**src/rtl/estr_pkg.sv**
```systemverilog
// Shared types and constants for the event statistics table with ranked report.
// Depends on nothing; imported by the controller, the datapath and the top level.
package estr_pkg;

  localparam int unsigned OpW    = 2;
  localparam int unsigned ModeW  = 2;
  localparam int unsigned EvW    = 9;
  localparam int unsigned ElapW  = 32;
  localparam int unsigned CntW   = 48;
  localparam int unsigned CallW  = 32;

  typedef enum logic [OpW-1:0] {
    OP_RECORD = 2'd0,
    OP_START  = 2'd1,
    OP_NEXT   = 2'd2,
    OP_NONE   = 2'd3
  } op_e;

  // Commands from the controller to the datapath
  typedef struct packed {
    logic rd;        // issue memory read at addr
    logic wr_rec;    // write back record update
    logic scan_clr;  // clear best-so-far before a scan
    logic scan_cmp;  // compare registered read data to best
    logic emit;      // load output with best entry, advance cursor/totals
    logic emit_tot;  // load output with total line
    logic start;     // reset cursor and totals, latch mode
  } dp_cmd_t;

  // Status back to the controller
  typedef struct packed {
    logic found;     // a candidate was found in the scan
    logic mode_ok;   // report mode is in range
  } dp_sts_t;

endpackage

```
**src/rtl/estr_ctrl.sv**
```systemverilog
// Controller: clear sweep, handshakes, record and report-scan sequencing.
// Depends on estr_pkg.
module estr_ctrl #(
  parameter int unsigned MODES       = 4,
  parameter int unsigned EVENT_KINDS = 512
) (
  input  logic                          clk_i,
  input  logic                          rst_ni,
  input  logic                          in_valid,
  output logic                          in_stall,
  input  logic [estr_pkg::OpW-1:0]      operation_i,
  input  logic [estr_pkg::ModeW-1:0]    mode_i,
  input  logic [estr_pkg::EvW-1:0]      event_number_i,
  input  logic                          record_enable_q_i,
  output logic                          out_valid,
  input  logic                          out_stall,
  output estr_pkg::dp_cmd_t             cmd_o,
  input  estr_pkg::dp_sts_t             sts_i,
  output logic [$clog2(MODES*EVENT_KINDS)-1:0] addr_o,
  output logic                          rd_idx_valid_o,
  output logic [$clog2(EVENT_KINDS)-1:0] rd_idx_o,
  input  logic [$clog2(MODES*EVENT_KINDS)-1:0] rmode_base_i
);
  import estr_pkg::*;

  localparam int unsigned Slots = MODES * EVENT_KINDS;
  localparam int unsigned AW    = $clog2(Slots);
  localparam int unsigned IW    = $clog2(EVENT_KINDS);

  typedef enum logic [4:0] {
    S_CLEAR = 5'b00001,
    S_IDLE  = 5'b00010,
    S_RMW   = 5'b00100,
    S_SCAN  = 5'b01000,
    S_DONE  = 5'b10000
  } state_e;

  state_e        state_q, state_d;
  logic [AW:0]   cnt_q, cnt_d;
  logic          active_q, active_d;   // a walk is in progress
  logic          ov_q, ov_d;
  logic          pv_q;                 // previous scan read is valid
  logic [IW-1:0] pidx_q;

  logic acc, op_rec_ok;
  logic [31:0] mode_x;
  assign acc    = in_valid && !in_stall;
  assign mode_x = 32'(mode_i);
  assign op_rec_ok = record_enable_q_i && (mode_x < 32'(MODES)) &&
                     ({1'b0, event_number_i} < (EvW+1)'(EVENT_KINDS));
  assign in_stall  = (state_q != S_IDLE) || ov_q;
  assign out_valid = ov_q;
  assign rd_idx_valid_o = pv_q;
  assign rd_idx_o = pidx_q;

  always_comb begin
    state_d  = state_q;
    cnt_d    = cnt_q;
    active_d = active_q;
    ov_d     = ov_q && out_stall;
    cmd_o    = '0;
    addr_o   = AW'(mode_i) * AW'(EVENT_KINDS) + AW'(event_number_i);
    case (state_q)
      S_CLEAR: begin
        // sweep zeros through every slot
        addr_o = cnt_q[AW-1:0];
        cmd_o.wr_rec = 1'b1; cmd_o.scan_clr = 1'b1;
        cnt_d = cnt_q + 1'b1;
        if (cnt_q == (AW+1)'(Slots - 1)) state_d = S_IDLE;
      end
      S_IDLE: begin
        if (acc) begin
          case (op_e'(operation_i))
            OP_RECORD: if (op_rec_ok) begin
              cmd_o.rd = 1'b1; state_d = S_RMW;
            end
            OP_START: begin
              cmd_o.start = 1'b1; active_d = 1'b1;
            end
            OP_NEXT: if (active_q) begin
              cmd_o.scan_clr = 1'b1; cnt_d = '0; state_d = S_SCAN;
            end
            default: ;
          endcase
        end
      end
      S_RMW: begin
        cmd_o.wr_rec = 1'b1; state_d = S_IDLE;
      end
      S_SCAN: begin
        // read one slot a cycle, compare the one read last cycle
        addr_o = rmode_base_i + AW'(cnt_q[IW-1:0]);
        cmd_o.scan_cmp = 1'b1;
        if (!sts_i.mode_ok) begin
          state_d = S_DONE;
        end else if (cnt_q == (AW+1)'(EVENT_KINDS)) begin
          state_d = S_DONE;
        end else begin
          cmd_o.rd = 1'b1; cnt_d = cnt_q + 1'b1;
        end
      end
      S_DONE: begin
        if (sts_i.found) cmd_o.emit = 1'b1;
        else begin
          cmd_o.emit_tot = 1'b1; active_d = 1'b0;
        end
        ov_d = 1'b1; state_d = S_IDLE;
      end
      default: state_d = S_IDLE;
    endcase
  end

  always_ff @(posedge clk_i or negedge rst_ni) begin
    if (!rst_ni) begin
      state_q <= S_CLEAR; cnt_q <= '0; active_q <= 1'b0; ov_q <= 1'b0;
      pv_q <= 1'b0; pidx_q <= '0;
    end else begin
      state_q  <= state_d; cnt_q <= cnt_d; active_q <= active_d; ov_q <= ov_d;
      pv_q     <= cmd_o.rd && (state_q == S_SCAN);
      pidx_q   <= cnt_q[IW-1:0];
    end
  end

endmodule

```
**config.mk**
```make
export PLATFORM = sky130hd
export DESIGN_NAME = estr_ctrl
export DESIGN_NICKNAME = d
export VERILOG_FILES = /design/src/rtl/estr_pkg.sv /design/src/rtl/estr_ctrl.sv
export SDC_FILE = /design/constraint.sdc
export NUM_CORES = 1
export LEC_CHECK = 0
export BUFFER_PORTS_ARGS = -buffer_cell sky130_fd_sc_hd__buf_2
export CORE_AREA = 2 2 74 69
export DETAILED_ROUTE_END_ITERATION = 10
export DIE_AREA = 0 0 76 71
export MAX_ROUTING_LAYER = met4
export PLACE_DENSITY = 0.77
export SLEW_MARGIN = 20
export SYNTH_ARGS = -nofsm -noshare
export SYNTH_HDL_FRONTEND = slang
export SYNTH_SLANG_ARGS = --single-unit
```
**constraint.sdc**
```tcl
create_clock -name clk_i -period 2.2 [get_ports clk_i]
set_input_delay 0.22 -clock clk_i [delete_from_list [all_inputs] [get_ports clk_i]]
set_output_delay 0.22 -clock clk_i [all_outputs]
set_load 0.03 [all_outputs]
```
* After elaboration in Yosys (flattened, before gate mapping)
Index checks and enable logic that the tools add are counted.
** Storage, ports and cells
- Flip-flop bits (word level) :: 29
- Latch bits :: 0
- RAM bits :: 0
- Memory bits (read-only) :: 0
- Bits of input ports :: 31
- Output and inout bits :: 30
- Memories kept :: 0
** Operators by class
- Add/sub/neg operators :: 3
- Multiply operators :: 0
- Div/mod/pow operators :: 0
- Order comparisons :: 1
- Equality and inequality tests :: 22
- Shift-type cells :: 0
- Muxes and demuxes :: 38
- Bitwise logic cells :: 0
- Reductions and logical operators :: 13
** Operators with widths (count)
- $mux W12 :: 5
- $pmux W12 S3 :: 1
- $mux W5 :: 6
- $add A11 B9 Y11 :: 2
- $pmux W11 S2 :: 1
- $mux W1 :: 19
- $pmux W5 S3 :: 1
- $add A12 B1 Y12 const B :: 1
- $eq A12 B10 Y1 const B :: 1
- $eq A12 B11 Y1 const B :: 1
- $ne A2 B2 Y1 const B :: 6
- $reduce_and A6 Y1 :: 2
- $pmux W5 S2 :: 1
- $ne A3 B3 Y1 const B :: 3
- $pmux W1 S2 :: 3
- $eq A5 B1 Y1 const B :: 1
- $eq A5 B2 Y1 const B :: 1
- $eq A5 B3 Y1 const B :: 1
- $eq A5 B4 Y1 const B :: 1
- $eq A5 B5 Y1 const B :: 1
- $ne A5 B2 Y1 const B :: 1
- $logic_and A1 B1 Y1 :: 4
- $ne A2 B1 Y1 const B :: 2
- $reduce_and A4 Y1 :: 1
- other kinds (11) :: 11

* Depth between registers and ports, before layout
- Depth after elaboration :: 7
- Depth in mapped cells :: 8
- Depth with buffers taken out :: 7

* Worst setup path before layout
Ideal clock, no wire load.
- Kind :: flip-flop to output port
- From :: register cnt_q[0]
- To :: output addr_o[8]
- Data arrival time :: 2404 ps
- Required time :: 1980 ps
- Slack :: -424 ps
- Stages on the path, launching flop included :: 8
- Path buffers :: 0
- Cell sequence :: dfrtp_1 -> ha_1 -> fa_1 -> a211oi_1 -> o21ai_0 -> a31oi_1 -> xor2_1 -> o21ai_0
** Between the ends
- Word-level cells in the longest chain between the ends :: 2
** RTL lines
- from (decl) :: line estr_ctrl.sv:39 : logic [AW:0] cnt_q, cnt_d;
- from (signal assigned) :: line estr_ctrl.sv:118 : state_q <= state_d; cnt_q <= cnt_d; active_q <= active_d; ov_q <= ov_d;
- $add A11 B9 Y11 :: line estr_ctrl.sv:92 : addr_o = rmode_base_i + AW'(cnt_q[IW-1:0]);
- $pmux W11 S2 :: line estr_ctrl.sv:63 : case (state_q)
- to (decl) :: line estr_ctrl.sv:19 : output logic [$clog2(MODES*EVENT_KINDS)-1:0] addr_o,
Every way passes these cells.

* Worst setup path after layout
- From :: register cnt_q[0]
- To :: output addr_o[9]
The elaborated chain is that of the path after synthesis.

==> run_results.csv <==
group,metric,value,unit
global_routing,first_global_vias,2100,
layout,utilization,66.7,%
routing,drc,0,
global_routing,grt_pass1_wl,9870,um
sta,timing.final.crit_share,110,%
synth,syn_nets,269,
clock_tree,cts_max_level,2,
sta,setup_slack,-0.214,ns
worst_setup_path,critPathMaxStageDelay,0.41,ns
layout,multi_input_area,1430,um^2
synth,syn_avg_cell_area,9.17,um^2
routing,vias,2297,
clock_tree,clock_latency,0.28,ns
worst_setup_path,crit_arrival,2.19,ns
synth,synth-edff-count,0,
clock_tree,clk_pin_slew,0.06,ns
status,status,"finished with violations",
worst_setup_path,cp_max_fo,2,
sta,hold_viol_final,0,
pwr,p_int,982,uW
global_routing,grt_overflow,0,
placement,place_hpwl,4120,um
die,core,4650,um^2
pwr,switchingPower,424,uW
worst_hold_path,holdPathStages,3,
die,rows,24,
sta,slew_headroom,55.4,%
layout,layout_commonest_cell,"buf_2",
sta,fmax,414,MHz
clock_tree,cts_tree,"yes",
die,start_util,44.5,%
layout,antenna_cells,0,
sta,slew_violations,0,
synth,ys_types,55,
pwr,p_total,1.41,mW
status,violations,"setup timing",
worst_hold_path,hp-class,"in -> reg",
placement,gp_congestion,0.857,
synth,ys_seq_area_share,35.1,%
routing,routedWlPerCell,15.9,um
pwr,switching_share,30.2,%
sta,worst_pin_slew,0.669,ns
routing,viasPerCell,5.79,
routing,drt_iter0_drc,136,
sta,rsz0062_at_grt,"true",
layout,final_cell_mix,"buf_2, buf_4, dfrtp_1",
layout,layout.nets,374,
worst_setup_path,critical_path_class,"reg -> out",
worst_setup_path,cp_common_cell,"buf_4",
layout,ff_latch_area,729,um^2
synth,ys_warn_count,0,
routing,ant_nets,0,
synth,async_reset_ff_share,100,%
worst_setup_path,crit_chain,"ha_4 > buf_4 > a211oi_4 > o21ai_2 > and3_1 > o31a_1 > o31ai_2 > buf_4",
die,die_h,71,um
sta,fin_crit,2.41,ns
clock_tree,clock_tree.buffer_depth,2,
die,die_area,5400,um^2
worst_setup_path,r2r_cells,9,
pwr,p_clk_share,32.1,%
synth,syn_inst,226,
clock_tree,cts_buffers,5,
global_routing,antenna_found_initial,0,
worst_setup_path,slowest_stage,"dfrtp_1",
clock_tree,root_buffer,"clkbuf_8",
synth,netlist_area,2070,um^2
pwr,ir_drop,285,uV
clock_tree,clock_sinks,29,
sta,setup_viol,15,
worst_setup_path,cp_data_required_time,1.98,ns
pwr,power_density,453,nW/um^2
global_routing,grt_usage,23.6,%
layout,drive_gt1_share,45.5,%
layout,syn_to_final_growth,49.8,%
synth,ys_seq_elements,29,
global_routing,grt_max_degree,30,
worst_setup_path,crit_path_end_kind,"primary output",
routing,firstDrtPassIters,5,
layout,fillers,364,
worst_setup_path,startpoint_type,"flip-flop",
pwr,p_leak,1.44,nW
die,die-width,76,um
routing,drt-total-wl,6320,um
sta,clock_skew,0.00392,ns
die,ios,61,
pwr,p_comb_share,28.1,%
synth,ys.flop_type,"dfrtp_1",
run,cap_violations,0,
pwr,seqPwrFrac,39.8,%
placement,port-buffer-count,60,
[cell type report]
type	count	area share, %
sequential	29	23.5
inverter	12	1.45
tap	65	2.62
clock buffer	8	2.90
multi-input combinational	177	45.9
timing repair buffer	106	23.6
[metrics by stage]
| step | setup WS (ns) | TNS, ns | instance area (um^2) | std cells | hold slack, ns |
|---|---|---|---|---|---|
| finish | -0.214 | -1.23 | 3110 | 397 | 0.140 |
| global route | -0.304 | -3.33 | 3110 | 397 | 0.143 |
| CTS | -0.213 | -1.13 | 2930 | 388 | 0.136 |
| detailed placement | -0.153 | -0.276 | 2640 | 372 | 0.285 |
| global placement | -0.115 | -0.201 | 2640 | 372 | 0.278 |
| floorplan | -0.111 | -0.275 | 2080 | 226 | -0.0756 |
[kinds of logic after synthesis]
| group | share of synthesized area, % |
|---|---|
| XOR/XNOR | 3.38 |
| adder cells (fa/ha/maj) | 7.60 |
| flip-flops | 35.1 |
| multiplexers | 0.724 |
| AND/OR/NAND/NOR | 24.9 |
| buffers and inverters | 5.37 |
| AO/OA/AOI/OAI | 22.9 |
[synthesized netlist by cell type, types with 4 or more instances]
cell type   n  area share [%]
a21oi_1    12             2.9
a22oi_1     9             3.3
and2_1      4             1.2
dfrtp_1    28              34
ha_1       11             6.6
inv_1      12             2.2
nand2_1    14             2.5
nand3_1    11             2.7
nand4_1     6             1.8
nor2_1     18             3.3
nor2b_1     4             1.2
nor3_1      5             1.2
nor4_1      4             1.2
o21ai_0    12             2.9
o31ai_1     8             2.9
or4_1       7             2.5
xor2_1      6             2.5
[worst max-delay path: cells and delay by family, from the launching register on]
family,cells,cell delay (ns)
fa+ha+maj,1,0.18
simple gates,1,0.17
flops,1,0.41
compound gates,4,0.81
buf+inv,2,0.33
[layer usage]
layer	vias to the layer above	global-route usage, %	routed length [um]
met5	-	-	0
met1	1122	29.1	2720
met4	0	6.67	112
met3	15	5.87	288
met2	86	38.9	3210
li1	1074	-	-
[sequential cells by signal (all words and copies together), names as in the netlist]
signal / flops
state_q: 5
rd_idx_valid_o: 1
rd_idx_o: 9
out_valid: 1
cnt_q: 12
active_q: 1
[what timing repair did]
item	CTS	global route
hold endpoints to repair	28	0
pin swaps	17	11
setup buffers	7	10
endpoints found under the setup margin	13	27
hold buffers	1	0
resized for setup	32	30
[worst paths after layout]
path | start | end | slack, ns
max | cnt_q[0] | addr_o[9] | -0.21
min | out_stall | out_valid | 0.14
max reg2reg | cnt_q[1] | cnt_q[0] | -0.12
min reg2reg | cnt_q[6] | rd_idx_o[6] | 0.48
max in group asynchronous | rst_ni | cnt_q[6] | 1.20
min in group asynchronous | rst_ni | rd_idx_o[6] | 0.51
[power groups by stage]
stage	Clock [mW]	Combinational, mW	Sequential (mW)
CTS	0.461	0.359	0.559
floorplan	0	0.176	0.583
global route	0.498	0.426	0.560
global placement	0	0.310	0.566
finish	0.452	0.394	0.560
detailed placement	0	0.317	0.567
(Power assumes the default switching activity.)
